--- src/rtl/core/rtw_pkg.sv ---
`timescale 1ns / 1ps

package rtw_pkg;

    localparam int MAX_WINDOW = 32;
    localparam int SEQ_BITS   = 30;
    localparam int MAX_LEN    = 1472;

    localparam int SLOT_W     = $clog2(MAX_WINDOW);
    localparam int LEN_W      = 11;
    localparam int WIN_W      = 6;
    localparam int CFG_IDX_W  = 2;
    localparam int CFG_DATA_W = 30;

    localparam logic [WIN_W-1:0]    WINDOW_RESET = WIN_W'(8);
    localparam logic [SEQ_BITS-1:0] INIT_RESET   = '0;

    localparam logic [CFG_IDX_W-1:0] CFG_MODE   = CFG_IDX_W'(0);
    localparam logic [CFG_IDX_W-1:0] CFG_WINDOW = CFG_IDX_W'(1);
    localparam logic [CFG_IDX_W-1:0] CFG_INIT   = CFG_IDX_W'(2);

    typedef enum logic [2:0] {
        ACT_DROP    = 3'd0,
        ACT_DELIVER = 3'd1,
        ACT_STORE   = 3'd2,
        ACT_RELEASE = 3'd3,
        ACT_ACK     = 3'd4,
        ACT_FINISH  = 3'd5
    } t_action;

    typedef enum logic [2:0] {
        DEC_DROP,
        DEC_FINISH,
        DEC_DELIVER,
        DEC_IN_WINDOW,
        DEC_REACK
    } t_dec_kind;

    typedef struct packed {
        logic [SEQ_BITS-1:0] seq_num;
        logic [LEN_W-1:0]    length;
        logic                checksum_ok;
        logic                is_syn;
        logic                is_ack;
        logic                is_fin;
        logic                other_flags;
    } t_item;

    typedef struct packed {
        t_action             action;
        logic [SEQ_BITS-1:0] ack_seq;
        logic [SLOT_W-1:0]   slot;
        logic [LEN_W-1:0]    release_length;
        logic [SEQ_BITS-1:0] end_seq;
        logic                last;
    } t_result;

    typedef struct packed {
        t_dec_kind         kind;
        logic [SLOT_W-1:0] slot;
        logic              ahead_zero;
        logic              slot_busy;
    } t_decision;

endpackage

--- src/rtl/core/reliable_transfer_receiver_window.sv ---
`timescale 1ns / 1ps
// The header beat is registered and classified in the evaluate state, which writes the first
// result beat into the output register; further result beats come from the ack, store and
// release states, one beat a cycle while the output register can take it. A new header is
// taken only after the previous header's last result; the length memory is read ahead of use.
// Reset clears the window state, the slot valid bits and the finished flag; no clearing pass.

module reliable_transfer_receiver_window (
    input  logic                              i_clk,
    input  logic                              i_rst_n,
    input  logic                              i_cfg_we,
    input  logic [rtw_pkg::CFG_IDX_W-1:0]     i_cfg_idx,
    input  logic [rtw_pkg::CFG_DATA_W-1:0]    i_cfg_data,
    input  logic                              s_axis_tvalid,
    output logic                              s_axis_tready,
    // seq_num[29:0], length[40:30], zero fill[47:41]
    input  logic [47:0]                       s_axis_tdata,
    // checksum_ok[0], is_syn[1], is_ack[2], is_fin[3], other_flags[4]
    input  logic [4:0]                        s_axis_tuser,
    output logic                              m_axis_tvalid,
    input  logic                              m_axis_tready,
    // ack_seq[29:0], slot[34:30], release_length[45:35], end_seq[75:46], zero fill[79:76]
    output logic [79:0]                       m_axis_tdata,
    // action[2:0]
    output logic [2:0]                        m_axis_tuser,
    output logic                              m_axis_tlast
);
    import rtw_pkg::*;

    logic                r_mode;
    logic [WIN_W-1:0]    r_window_size;
    logic                restart;
    t_item               item;
    logic                emit;
    logic                out_ready;
    t_result             emit_res;
    t_result             out_res;

    assign restart = i_cfg_we && (i_cfg_idx == CFG_INIT);

    always_ff @(posedge i_clk) begin
        if (!i_rst_n) begin
            r_mode        <= 1'b0;
            r_window_size <= WINDOW_RESET;
        end else if (i_cfg_we) begin
            if (i_cfg_idx == CFG_MODE) begin
                r_mode <= i_cfg_data[0];
            end
            if (i_cfg_idx == CFG_WINDOW) begin
                r_window_size <= i_cfg_data[WIN_W-1:0];
            end
        end
    end

    always_comb begin
        item.seq_num     = s_axis_tdata[SEQ_BITS-1:0];
        item.length      = s_axis_tdata[SEQ_BITS+LEN_W-1:SEQ_BITS];
        item.checksum_ok = s_axis_tuser[0];
        item.is_syn      = s_axis_tuser[1];
        item.is_ack      = s_axis_tuser[2];
        item.is_fin      = s_axis_tuser[3];
        item.other_flags = s_axis_tuser[4];
    end

    rtw_ctrl u_ctrl (
        .i_clk         (i_clk),
        .i_rst_n       (i_rst_n),
        .i_in_valid    (s_axis_tvalid),
        .i_item        (item),
        .o_in_ready    (s_axis_tready),
        .i_mode        (r_mode),
        .i_window_size (r_window_size),
        .i_restart     (restart),
        .i_restart_seq (i_cfg_data[SEQ_BITS-1:0]),
        .o_emit        (emit),
        .o_res         (emit_res),
        .i_out_ready   (out_ready)
    );

    rtw_out_reg u_out_reg (
        .i_clk   (i_clk),
        .i_rst_n (i_rst_n),
        .i_valid (emit),
        .i_res   (emit_res),
        .o_ready (out_ready),
        .o_valid (m_axis_tvalid),
        .o_res   (out_res),
        .i_ready (m_axis_tready)
    );

    assign m_axis_tdata = {4'b0000, out_res.end_seq, out_res.release_length,
                           out_res.slot, out_res.ack_seq};
    assign m_axis_tuser = out_res.action;
    assign m_axis_tlast = out_res.last;

endmodule

--- src/rtl/core/rtw_classify.sv ---
`timescale 1ns / 1ps

module rtw_classify (
    input  rtw_pkg::t_item                      i_item,
    input  logic                                i_mode,
    input  logic [rtw_pkg::WIN_W-1:0]           i_window_size,
    input  logic [rtw_pkg::SEQ_BITS-1:0]        i_base_seq,
    input  logic [rtw_pkg::SLOT_W-1:0]          i_base_slot,
    input  logic [rtw_pkg::MAX_WINDOW-1:0]      i_slot_valid,
    input  logic                                i_finished,
    output rtw_pkg::t_decision                  o_dec
);
    import rtw_pkg::*;

    logic [WIN_W-1:0]    eff_w;
    logic [SEQ_BITS-1:0] ahead;
    logic [SEQ_BITS-1:0] behind;
    logic [SLOT_W-1:0]   slot;
    logic                drop;

    always_comb begin
        if (i_window_size == '0) begin
            eff_w = WIN_W'(1);
        end else if (i_window_size > WIN_W'(MAX_WINDOW)) begin
            eff_w = WIN_W'(MAX_WINDOW);
        end else begin
            eff_w = i_window_size;
        end
    end

    assign ahead  = i_item.seq_num - i_base_seq;
    assign behind = i_base_seq - i_item.seq_num;
    assign slot   = i_base_slot + ahead[SLOT_W-1:0];
    assign drop   = i_finished || (i_item.length > LEN_W'(MAX_LEN)) || !i_item.checksum_ok
                    || (i_item.length == '0) || i_item.is_syn || i_item.is_ack;

    always_comb begin
        o_dec.slot       = slot;
        o_dec.ahead_zero = (ahead == '0);
        o_dec.slot_busy  = i_slot_valid[slot];
        priority if (drop) begin
            o_dec.kind = DEC_DROP;
        end else if (i_item.is_fin && !i_item.other_flags) begin
            o_dec.kind = DEC_FINISH;
        end else if (!i_mode) begin
            o_dec.kind = (ahead == '0) ? DEC_DELIVER : DEC_DROP;
        end else if (ahead < SEQ_BITS'(eff_w)) begin
            o_dec.kind = DEC_IN_WINDOW;
        end else if (behind != '0 && behind <= SEQ_BITS'(eff_w)) begin
            o_dec.kind = DEC_REACK;
        end else begin
            o_dec.kind = DEC_DROP;
        end
    end

endmodule

--- src/rtl/core/rtw_out_reg.sv ---
`timescale 1ns / 1ps

module rtw_out_reg (
    input  logic              i_clk,
    input  logic              i_rst_n,
    input  logic              i_valid,
    input  rtw_pkg::t_result  i_res,
    output logic              o_ready,
    output logic              o_valid,
    output rtw_pkg::t_result  o_res,
    input  logic              i_ready
);
    import rtw_pkg::*;

    logic    r_valid;
    t_result r_res;

    assign o_ready = !r_valid || i_ready;
    assign o_valid = r_valid;
    assign o_res   = r_res;

    always_ff @(posedge i_clk) begin
        if (!i_rst_n) begin
            r_valid <= 1'b0;
        end else if (o_ready) begin
            r_valid <= i_valid;
        end
    end

    always_ff @(posedge i_clk) begin
        if (o_ready && i_valid) begin
            r_res <= i_res;
        end
    end

endmodule

--- src/rtl/core/rtw_ctrl.sv ---
`timescale 1ns / 1ps

module rtw_ctrl (
    input  logic                            i_clk,
    input  logic                            i_rst_n,
    input  logic                            i_in_valid,
    input  rtw_pkg::t_item                  i_item,
    output logic                            o_in_ready,
    input  logic                            i_mode,
    input  logic [rtw_pkg::WIN_W-1:0]       i_window_size,
    input  logic                            i_restart,
    input  logic [rtw_pkg::SEQ_BITS-1:0]    i_restart_seq,
    output logic                            o_emit,
    output rtw_pkg::t_result                o_res,
    input  logic                            i_out_ready
);
    import rtw_pkg::*;

    typedef enum logic [4:0] {
        ST_IDLE  = 5'b00001,
        ST_EVAL  = 5'b00010,
        ST_ACK   = 5'b00100,
        ST_STORE = 5'b01000,
        ST_REL   = 5'b10000
    } t_state;

    t_state                r_state, n_state;
    t_item                 r_item;
    logic [SEQ_BITS-1:0]   r_base_seq, n_base_seq;
    logic [SLOT_W-1:0]     r_base_slot, n_base_slot;
    logic [MAX_WINDOW-1:0] r_valid, n_valid;
    logic                  r_finished, n_finished;
    logic [SLOT_W-1:0]     r_slot, n_slot;
    logic                  r_az, n_az;
    logic                  r_byp;
    logic [LEN_W-1:0]      r_byp_data;
    logic [LEN_W-1:0]      r_mem_q;
    logic [LEN_W-1:0]      mem [MAX_WINDOW];
    logic [LEN_W-1:0]      rd_data;
    logic [SLOT_W-1:0]     next_slot;
    logic                  mem_we;
    t_decision             dec;
    t_result               res;

    rtw_classify u_classify (
        .i_item        (r_item),
        .i_mode        (i_mode),
        .i_window_size (i_window_size),
        .i_base_seq    (r_base_seq),
        .i_base_slot   (r_base_slot),
        .i_slot_valid  (r_valid),
        .i_finished    (r_finished),
        .o_dec         (dec)
    );

    assign o_in_ready = (r_state == ST_IDLE);
    assign rd_data    = r_byp ? r_byp_data : r_mem_q;
    assign next_slot  = r_base_slot + SLOT_W'(1);
    assign o_res      = res;

    always_comb begin
        n_state     = r_state;
        n_base_seq  = r_base_seq;
        n_base_slot = r_base_slot;
        n_valid     = r_valid;
        n_finished  = r_finished;
        n_slot      = r_slot;
        n_az        = r_az;
        mem_we      = 1'b0;
        o_emit      = 1'b0;
        res         = '0;
        unique case (r_state)
            ST_IDLE: begin
                if (i_in_valid) begin
                    n_state = ST_EVAL;
                end
            end
            ST_EVAL: begin
                if (i_out_ready) begin
                    o_emit = 1'b1;
                    unique case (dec.kind)
                        DEC_FINISH: begin
                            n_finished  = 1'b1;
                            res.action  = ACT_FINISH;
                            res.end_seq = i_mode ? r_item.seq_num : r_base_seq;
                            res.last    = 1'b1;
                            n_state     = ST_IDLE;
                        end
                        DEC_DELIVER: begin
                            res.action           = ACT_DELIVER;
                            n_valid[r_base_slot] = 1'b0;
                            n_base_slot          = next_slot;
                            n_base_seq           = r_base_seq + SEQ_BITS'(1);
                            n_state              = ST_ACK;
                        end
                        DEC_IN_WINDOW: begin
                            res.action  = ACT_ACK;
                            res.ack_seq = r_item.seq_num;
                            res.last    = dec.slot_busy;
                            n_slot      = dec.slot;
                            n_az        = dec.ahead_zero;
                            n_state     = dec.slot_busy ? ST_IDLE : ST_STORE;
                        end
                        DEC_REACK: begin
                            res.action  = ACT_ACK;
                            res.ack_seq = r_item.seq_num;
                            res.last    = 1'b1;
                            n_state     = ST_IDLE;
                        end
                        default: begin
                            res.action = ACT_DROP;
                            res.last   = 1'b1;
                            n_state    = ST_IDLE;
                        end
                    endcase
                end
            end
            ST_ACK: begin
                if (i_out_ready) begin
                    o_emit      = 1'b1;
                    res.action  = ACT_ACK;
                    res.ack_seq = r_base_seq;
                    res.last    = 1'b1;
                    n_state     = ST_IDLE;
                end
            end
            ST_STORE: begin
                if (i_out_ready) begin
                    o_emit          = 1'b1;
                    res.action      = ACT_STORE;
                    res.slot        = r_slot;
                    res.last        = !r_az;
                    n_valid[r_slot] = 1'b1;
                    mem_we          = 1'b1;
                    n_state         = r_az ? ST_REL : ST_IDLE;
                end
            end
            ST_REL: begin
                if (i_out_ready) begin
                    o_emit               = 1'b1;
                    res.action           = ACT_RELEASE;
                    res.slot             = r_base_slot;
                    res.release_length   = rd_data;
                    res.last             = !r_valid[next_slot];
                    n_valid[r_base_slot] = 1'b0;
                    n_base_slot          = next_slot;
                    n_base_seq           = r_base_seq + SEQ_BITS'(1);
                    n_state              = r_valid[next_slot] ? ST_REL : ST_IDLE;
                end
            end
            default: begin
                n_state = ST_IDLE;
            end
        endcase
        if (i_restart) begin
            n_base_seq  = i_restart_seq;
            n_base_slot = '0;
            n_valid     = '0;
            n_finished  = 1'b0;
        end
    end

    always_ff @(posedge i_clk) begin
        if (!i_rst_n) begin
            r_state     <= ST_IDLE;
            r_base_seq  <= INIT_RESET;
            r_base_slot <= '0;
            r_valid     <= '0;
            r_finished  <= 1'b0;
            r_byp       <= 1'b0;
        end else begin
            r_state     <= n_state;
            r_base_seq  <= n_base_seq;
            r_base_slot <= n_base_slot;
            r_valid     <= n_valid;
            r_finished  <= n_finished;
            r_byp       <= mem_we && (r_slot == n_base_slot);
        end
    end

    always_ff @(posedge i_clk) begin
        if (o_in_ready && i_in_valid) begin
            r_item <= i_item;
        end
        r_slot     <= n_slot;
        r_az       <= n_az;
        r_byp_data <= r_item.length;
    end

    always_ff @(posedge i_clk) begin
        if (mem_we) begin
            mem[r_slot] <= r_item.length;
        end
        r_mem_q <= mem[n_base_slot];
    end

endmodule
--- config.mk ---
export PLATFORM = sky130hd
export DESIGN_NAME = reliable_transfer_receiver_window
export DESIGN_NICKNAME = d
export VERILOG_FILES = /design/src/rtl/core/rtw_pkg.sv /design/src/rtl/core/reliable_transfer_receiver_window.sv /design/src/rtl/core/rtw_classify.sv /design/src/rtl/core/rtw_out_reg.sv /design/src/rtl/core/rtw_ctrl.sv
export SDC_FILE = /design/constraint.sdc
export NUM_CORES = 1
export LEC_CHECK = 0
export BUFFER_PORTS_ARGS = -buffer_cell sky130_fd_sc_hd__buf_2
export CAP_MARGIN = 20
export CELL_PAD_IN_SITES_DETAIL_PLACEMENT = 0
export CELL_PAD_IN_SITES_GLOBAL_PLACEMENT = 2
export CORE_MARGIN = 2
export CORE_UTILIZATION = 38
export CTS_CLUSTER_SIZE = 12
export DETAILED_ROUTE_END_ITERATION = 16
export PLACE_DENSITY_LB_ADDON = 0.08
export SKIP_LAST_GASP = 1
export SYNTH_ARGS = -nofsm -noshare
export SYNTH_HDL_FRONTEND = slang
export SYNTH_SLANG_ARGS = --single-unit
--- constraint.sdc ---
create_clock -name i_clk -period 5.6 [get_ports i_clk]
set_clock_uncertainty 0.05 [all_clocks]
set_input_delay 1.12 -clock i_clk [delete_from_list [all_inputs] [get_ports i_clk]]
set_output_delay 1.12 -clock i_clk [all_outputs]
set_load 0.02 [all_outputs]
# Yosys cells after proc, flatten, opt, wreduce, memory -nomap -nowiden
# Memory sizes are Yosys's and may differ from the RTL's. A register that Yosys moved wholly into a read port is not among the register bits.
# Index checks and enable logic that the tools add are counted.
dict set report totals {
  inputBits 90
  ff_bits 225
  ramBits 352
  out_inout_bits 86
  mem_count 1
}
# memory words width read_ports rd_clocked_by_memory_dff wr line
set memory_table {}
lappend memory_table {u_ctrl.mem 32 11 1 1 1 rtw_ctrl.sv:38} ;# logic [LEN_W-1:0] mem [MAX_WINDOW];
dict set report classes {
  n_lt_le_gt_ge 10
  n_eq_ne 21
  n_bitwise 4
  addsub 5
  reduce_logical 37
  n_mux 64
}
# operator n
set ops {}
lappend ops {{30-bit 2-to-1 mux} 6}
lappend ops {{32-bit 2-to-1 mux} 4}
lappend ops {{30-bit one-hot mux with 2 select lines} 2}
lappend ops {{32-bit one-hot mux with 3 select lines} 1}
lappend ops {{33-bit 2-to-1 mux} 2}
lappend ops {{5-bit 2-to-1 mux} 12}
lappend ops {{30-bit subtractor} 2}
lappend ops {{32-bit AND} 1}
lappend ops {{32-bit NOT} 1}
lappend ops {{32-bit bitwise OR} 1}
lappend ops {{30-bit by 1-bit adder with 30-bit output (second input constant)} 1}
lappend ops {{30-bit by 6-bit less-or-equal comparator with 1-bit output} 1}
lappend ops {{30-bit logical NOT} 1}
lappend ops {{30-bit by 6-bit < comparator with 1-bit output} 1}
lappend ops {{5-bit one-hot mux with 2 select lines} 3}
lappend ops {{30-bit nonzero test} 1}
lappend ops {{5-bit one-hot mux with 5 select lines} 1}
lappend ops {{5-bit by 6-bit < comparator with 1-bit output (second input constant)} 4}
lappend ops {{16-bit 2-to-1 mux} 1}
lappend ops {{3-bit 2-to-1 mux} 5}
lappend ops {{1-bit 2-to-1 mux} 12}
lappend ops {{6-bit 2-to-1 mux} 2}
lappend ops {{3-bit one-hot mux with 4 select lines} 1}
lappend ops {{11-bit greater-than comparator (second input constant)} 1}
lappend ops {{41 further kinds} 74}

# Depth between registers and ports, before layout
dict set report depth {
  depth_word 17
  mapped_depth 23
  ltp_nobuf 20
}

# Modules after synthesis
# From an unflattened synthesis, not the netlist that was laid out.
dict set report unflattened {
  cells_unflattened 2500
  area_unflattened_um2 28479.8
}
# module instances area_per_inst_um2 cells_per_inst
set modules_own_cells {}
lappend modules_own_cells {rtw_ctrl 1 21137.8 1721}
lappend modules_own_cells {rtw_classify 1 4546.9 656}
lappend modules_own_cells {rtw_out_reg 1 2459.9 85}
lappend modules_own_cells {reliable_transfer_receiver_window 1 335.3 38}

# Least setup slack after synthesis
# No wires, ideal clock.
dict set report synth_timing {
  path_kind {input -> register}
  start {in m_axis_tready}
  end {reg u_out_reg.r_res (netlist bit u_out_reg.o_res[0]) (enable)}
  cell_stages 3
  arrival_time_ns 4.696
  n_path_buf 1
  path_slack_ns 0.335
  cell_sequence {nor2b_1 -> clkbuf_1 -> nor2_1}
}
dict set report synth_between {
  elab_chain_len 4
}
# item line
set synth_rtl {}
lappend synth_rtl {{from (decl)} reliable_transfer_receiver_window.sv:21} ;# input logic m_axis_tready,
lappend synth_rtl {{1-bit logical OR} rtw_out_reg.sv:18} ;# assign o_ready = !r_valid || i_ready;
lappend synth_rtl {{1-bit 2-to-1 mux (2 in series)} -}
lappend synth_rtl {{via emit} reliable_transfer_receiver_window.sv:34} ;# logic emit;
lappend synth_rtl {{1-bit logical AND} rtw_out_reg.sv:31} ;# if (o_ready && i_valid) begin
lappend synth_rtl {{to (signal assigned)} rtw_out_reg.sv:32} ;# r_res <= i_res;
lappend synth_rtl {{to (decl)} rtw_out_reg.sv:16} ;# t_result r_res;
# The timed path passes the listed nets, and every way through them passes these cells.
# A chain may end at the register's enable or synchronous reset.

# Worst setup path after layout
dict set report layout_timing {
  start {reg u_ctrl.r_item[16] (netlist bit)}
  end {reg u_ctrl.r_mem_q[0], read port of u_ctrl.mem}
}
dict set report layout_between {
  elab_chain_len 13
}
# item line
set layout_rtl {}
lappend layout_rtl {{from (decl)} rtw_ctrl.sv:28} ;# t_item r_item;
lappend layout_rtl {{from (signal assigned)} rtw_ctrl.sv:183} ;# r_item <= i_item;
lappend layout_rtl {{30-bit subtractor} rtw_classify.sv:32} ;# assign behind = i_base_seq - i_item.seq_num;
lappend layout_rtl {{30-bit by 6-bit less-or-equal comparator with 1-bit output / 30-bit nonzero test (equally long branches)} rtw_classify.sv:49} ;# end else if (behind != '0 && behind <= SEQ_BITS'(eff_w)) begin
lappend layout_rtl {{1-bit logical AND} rtw_classify.sv:49}
lappend layout_rtl {{3-bit 2-to-1 mux} rtw_classify.sv:49}
lappend layout_rtl {{3-bit 2-to-1 mux} rtw_classify.sv:47} ;# end else if (ahead < SEQ_BITS'(eff_w)) begin
lappend layout_rtl {{3-bit 2-to-1 mux *} rtw_classify.sv:45} ;# end else if (!i_mode) begin
lappend layout_rtl {{3-bit 2-to-1 mux *} rtw_classify.sv:43} ;# end else if (i_item.is_fin && !i_item.other_flags) begin
lappend layout_rtl {{3-bit 2-to-1 mux *} rtw_classify.sv:41} ;# priority if (drop) begin
lappend layout_rtl {{3-bit by 2-bit equality test with 1-bit output *} rtw_ctrl.sv:81} ;# unique case (dec.kind)
lappend layout_rtl {{5-bit 2-to-1 mux *} rtw_ctrl.sv:81}
lappend layout_rtl {{5-bit 2-to-1 mux *} rtw_ctrl.sv:79} ;# if (i_out_ready) begin
lappend layout_rtl {{5-bit one-hot mux with 2 select lines *} rtw_ctrl.sv:72} ;# unique case (r_state)
lappend layout_rtl {{5-bit 2-to-1 mux *} rtw_ctrl.sv:155} ;# if (i_restart) begin
lappend layout_rtl {{to (decl)} rtw_ctrl.sv:37} ;# logic [LEN_W-1:0] r_mem_q;
# Every way passes the cells marked *; elsewhere a longest branch is shown, timed or not.

==> qor.txt <==
FP Rows - 100
Critical Path Start Type - flip-flop
Vias in the first global route - 20560
Crit. End Element - flip-flop
Synth Cell Area - 28300 um^2
P_leak - 11.8 nW
Most frequent cells in the layout - edfxtp_1 (484), nand2_1 (265), nor2_1 (174)
M2 GR Usage - 39.9%
Fmax - 187 MHz
Initial Util - 38.3%
Fraction of layout cells with a size suffix above 1 - 18.3%
Critical Path Fanout Max - 9
Final #Nets - 2831
CTS Sinks - 588
Period utilization - 95.7%
GRT Util Overall - 22.7%
Placed insts - 3554
Async S/R FF share, synth - 0%
Synth cell types - 92
Cell area after layout - 33500 um^2
Via count - 20075
Core Area - 74100 um^2
Drt initial violations - 1277
Clock slew at reported path FFs - 0.06 ns
Power Density - 311 nW/um^2
Largest net degree at the start of global routing - 65
IO Pins - 176
Hold Vio Cnt, Final - 0
Root buffer cell - clkbuf_16
Max clock buf depth - 3
Syn Inst Count - 2393
Residual DRC count - 0
CP Data Arrival Time - 5.79 ns
Met3 Use GR - 3.09%
First-pass GRT wire length - 131000 um
Crit Path Class - reg -> reg
Worst Hold Margin - 0.417 ns
Slew Limit Fails - 0
Slew headroom - 35.9%
Leading cell type in the layout, fill and taps excluded - edfxtp_1
DRT Wirelength - 87800 um
Status - completed
Die footprint - 76800 um^2
Port Buf Inserts - 164
Final Setup Violations - 0
Worst min-delay path category - reg -> reg
Non-filler cells, final - 3686
Minimum clock period - 5.36 ns
Post-synth top flop - edfxtp_1
Busiest layer in global routing - met2
Total grt overflow - 0
Per-cell routed wire length - 23.8 um
Area after DPL - 31200 um^2
Fin worst setup slack - 0.243 ns
DRT Pass-1 Iters - 5
Die Ht - 277 um
Worst-skew pair later-pin latency - 0.61 ns
H-tree depth - 3
Maximum vdd drop - 0.000218 V
Initial antenna violation count - 1
Chip width - 277 um
Synth Register Bits - 588
Ys Warns - 0
Post-synth EDFFs - 484
Sequential area share after synthesis - 58.6%
CTS tree - done
DP Worst Slack - 0.0185 ns
Total CTS buffers - 68
Max Cap Viol - 0
Hpwl dp - 62100 um
GP Congestion - 0.871
Met1 Use GR - 28.0%
Avg Synthesized Cell Area - 11.8 um^2
Final core utilization - 45.3%
Cts hold-fix bufs - 0
Vias per inst - 5.45
Worst-Margin Slew - 0.960 ns
Final ANT Viol Nets - 0
Layout overhead on the synthesized area - 18.4%
CP required - 6.04 ns
## repair_timing
item / CTS / global route
hold endpoints to repair: 0 / 0
resized for setup: 0 / 10
setup buffers: 0 / 4
endpoints found under the setup margin: 0 / 17
## kinds of logic after synthesis
family	count (synthesis)	synth area share, %
AND/OR/NAND/NOR	762	13.1
flip-flops	588	58.6
AO/OA/AOI/OAI	489	12.1
buffers and inverters	233	3.54
multiplexers	167	6.80
adder cells (fa/ha/maj)	82	3.70
XOR/XNOR	71	2.19
other	1	0.0132
## power breakdown
| part | total (mW) | internal [mW] | switching [mW] | leakage (nW) |
|---|---|---|---|---|
| combinational | 1.17 | 0.421 | 0.747 | 5.65 |
| sequential | 4.89 | 4.83 | 0.0594 | 5.12 |
| clock | 4.38 | 2.58 | 1.80 | 1.08 |
| total | 10.4 | 7.83 | 2.61 | 11.8 |
## cells in the mapped netlist, drive strengths merged, types with 5 or more instances
| library cell | number | area [um^2] |
|---|---|---|
| clkbuf | 79 | 297 |
| ha | 79 | 988 |
| o21a | 29 | 225 |
| edfxtp | 484 | 14500 |
| nor2 | 179 | 684 |
| xor2 | 17 | 149 |
| a31oi | 16 | 100 |
| mux2i | 144 | 1440 |
| and4 | 16 | 140 |
| a2111oi | 6 | 96.3 |
| xnor2 | 54 | 473 |
| a21oi | 115 | 576 |
| nand3 | 84 | 420 |
| nand2 | 266 | 998 |
| buf | 57 | 343 |
| o21ai | 78 | 394 |
| a32oi | 21 | 184 |
| nand3b | 8 | 60.1 |
| inv | 96 | 360 |
| o22ai | 9 | 56.3 |
| a21boi | 7 | 63.8 |
| or3 | 15 | 93.8 |
| mux4 | 20 | 450 |
| o21bai | 11 | 82.6 |
| o31ai | 5 | 37.5 |
| or4 | 12 | 90.1 |
| a22oi | 32 | 240 |
| nand4 | 29 | 181 |
| or2 | 5 | 31.3 |
| nor2b | 14 | 90.1 |
| a211oi | 33 | 253 |
| o211ai | 14 | 105 |
| nor3 | 30 | 150 |
| o221a | 11 | 124 |
| and2 | 13 | 83.8 |
| a22o | 33 | 289 |
| and3 | 30 | 188 |
| nand2b | 20 | 125 |
| a21o | 36 | 270 |
| and4b | 13 | 130 |
| dfxtp | 104 | 2080 |
| nor4 | 13 | 96.3 |
## critical path, cell delays in order (launching register included)
cell and delay [ns]:
edfxtp_1 0.39, inv_1 0.07, ha_1 0.17, inv_1 0.06
fa_1 0.40, a211oi_2 0.32, o21a_4 0.23, a2111oi_4 0.10
o2111a_1 0.28, or4_1 0.44, a22oi_1 0.17, and4bb_1 0.35
buf_4 0.17, nand2_1 0.07, o211ai_1 0.24, and2_4 0.27
buf_12 0.16, buf_12 0.14, mux2i_1 0.20, a22oi_1 0.11
and4_1 0.28, or4_1 0.53
## sequential cells by signal (all words and copies together) (netlist names)
| register | count |
|---|---|
| r_window_size | 6 |
| u_ctrl.r_base_slot | 5 |
| u_ctrl.r_item | 46 |
| u_ctrl.r_az | 1 |
| u_ctrl.r_slot | 5 |
| u_ctrl.r_byp | 1 |
| u_ctrl.r_finished | 1 |
| u_ctrl.r_base_seq | 30 |
| r_mode | 1 |
| u_out_reg.o_res | 80 |
| u_ctrl.r_byp_data | 11 |
| u_ctrl.r_state | 5 |
| u_ctrl.mem | 352 |
| u_ctrl.r_valid | 32 |
| u_ctrl.r_mem_q | 11 |
| u_out_reg.o_valid | 1 |
## routing by layer
metal / part of all wire (%) / up-vias / wire, um
met3: 3.9 / 147 / 3390
met1: 42 / 9987 / 36500
met2: 50 / 456 / 43900
met4: 4.5 / 0 / 3990
li1: - / 9485 / -
met5: 0 / - / 0
## final timing paths
path | cells after the start | slack [ns] | end | startpoint
worst min register to register | 2 | 0.42 | u_ctrl.r_finished$_SDFFE_PP0P_ | u_ctrl.r_finished$_SDFFE_PP0P_
worst min-delay path | 2 | 0.42 | u_ctrl.r_finished$_SDFFE_PP0P_ | u_ctrl.r_finished$_SDFFE_PP0P_
worst max register to register | 21 | 0.24 | u_ctrl.r_mem_q[0]$_DFF_P_ | u_ctrl.r_item[16]$_DFFE_PP_
worst max-delay path | 21 | 0.24 | u_ctrl.r_mem_q[0]$_DFF_P_ | u_ctrl.r_item[16]$_DFFE_PP_
## through the flow
| step | TNS, ns | power, mW |
|---|---|---|
| floorplan | 0 | 5.69 |
| global placement | 0 | 6.14 |
| detailed placement | 0 | 6.14 |
| CTS | 0 | 10.5 |
| global route | -0.00125 | 10.8 |
| finish | 0 | 10.4 |
## layout make-up
class	instances	area, um^2
Antenna cell	2	5.00
Multi-Input combinational cell	1575	10800
Inverter	97	364
Tap cell	969	1210
Clock buffer	106	1970
Clock inverter	20	253
Sequential cell	588	16600
Timing Repair Buffer	329	2320
Fill cell	6938	40500
Note: power is estimated with default switching activity, not from simulation.
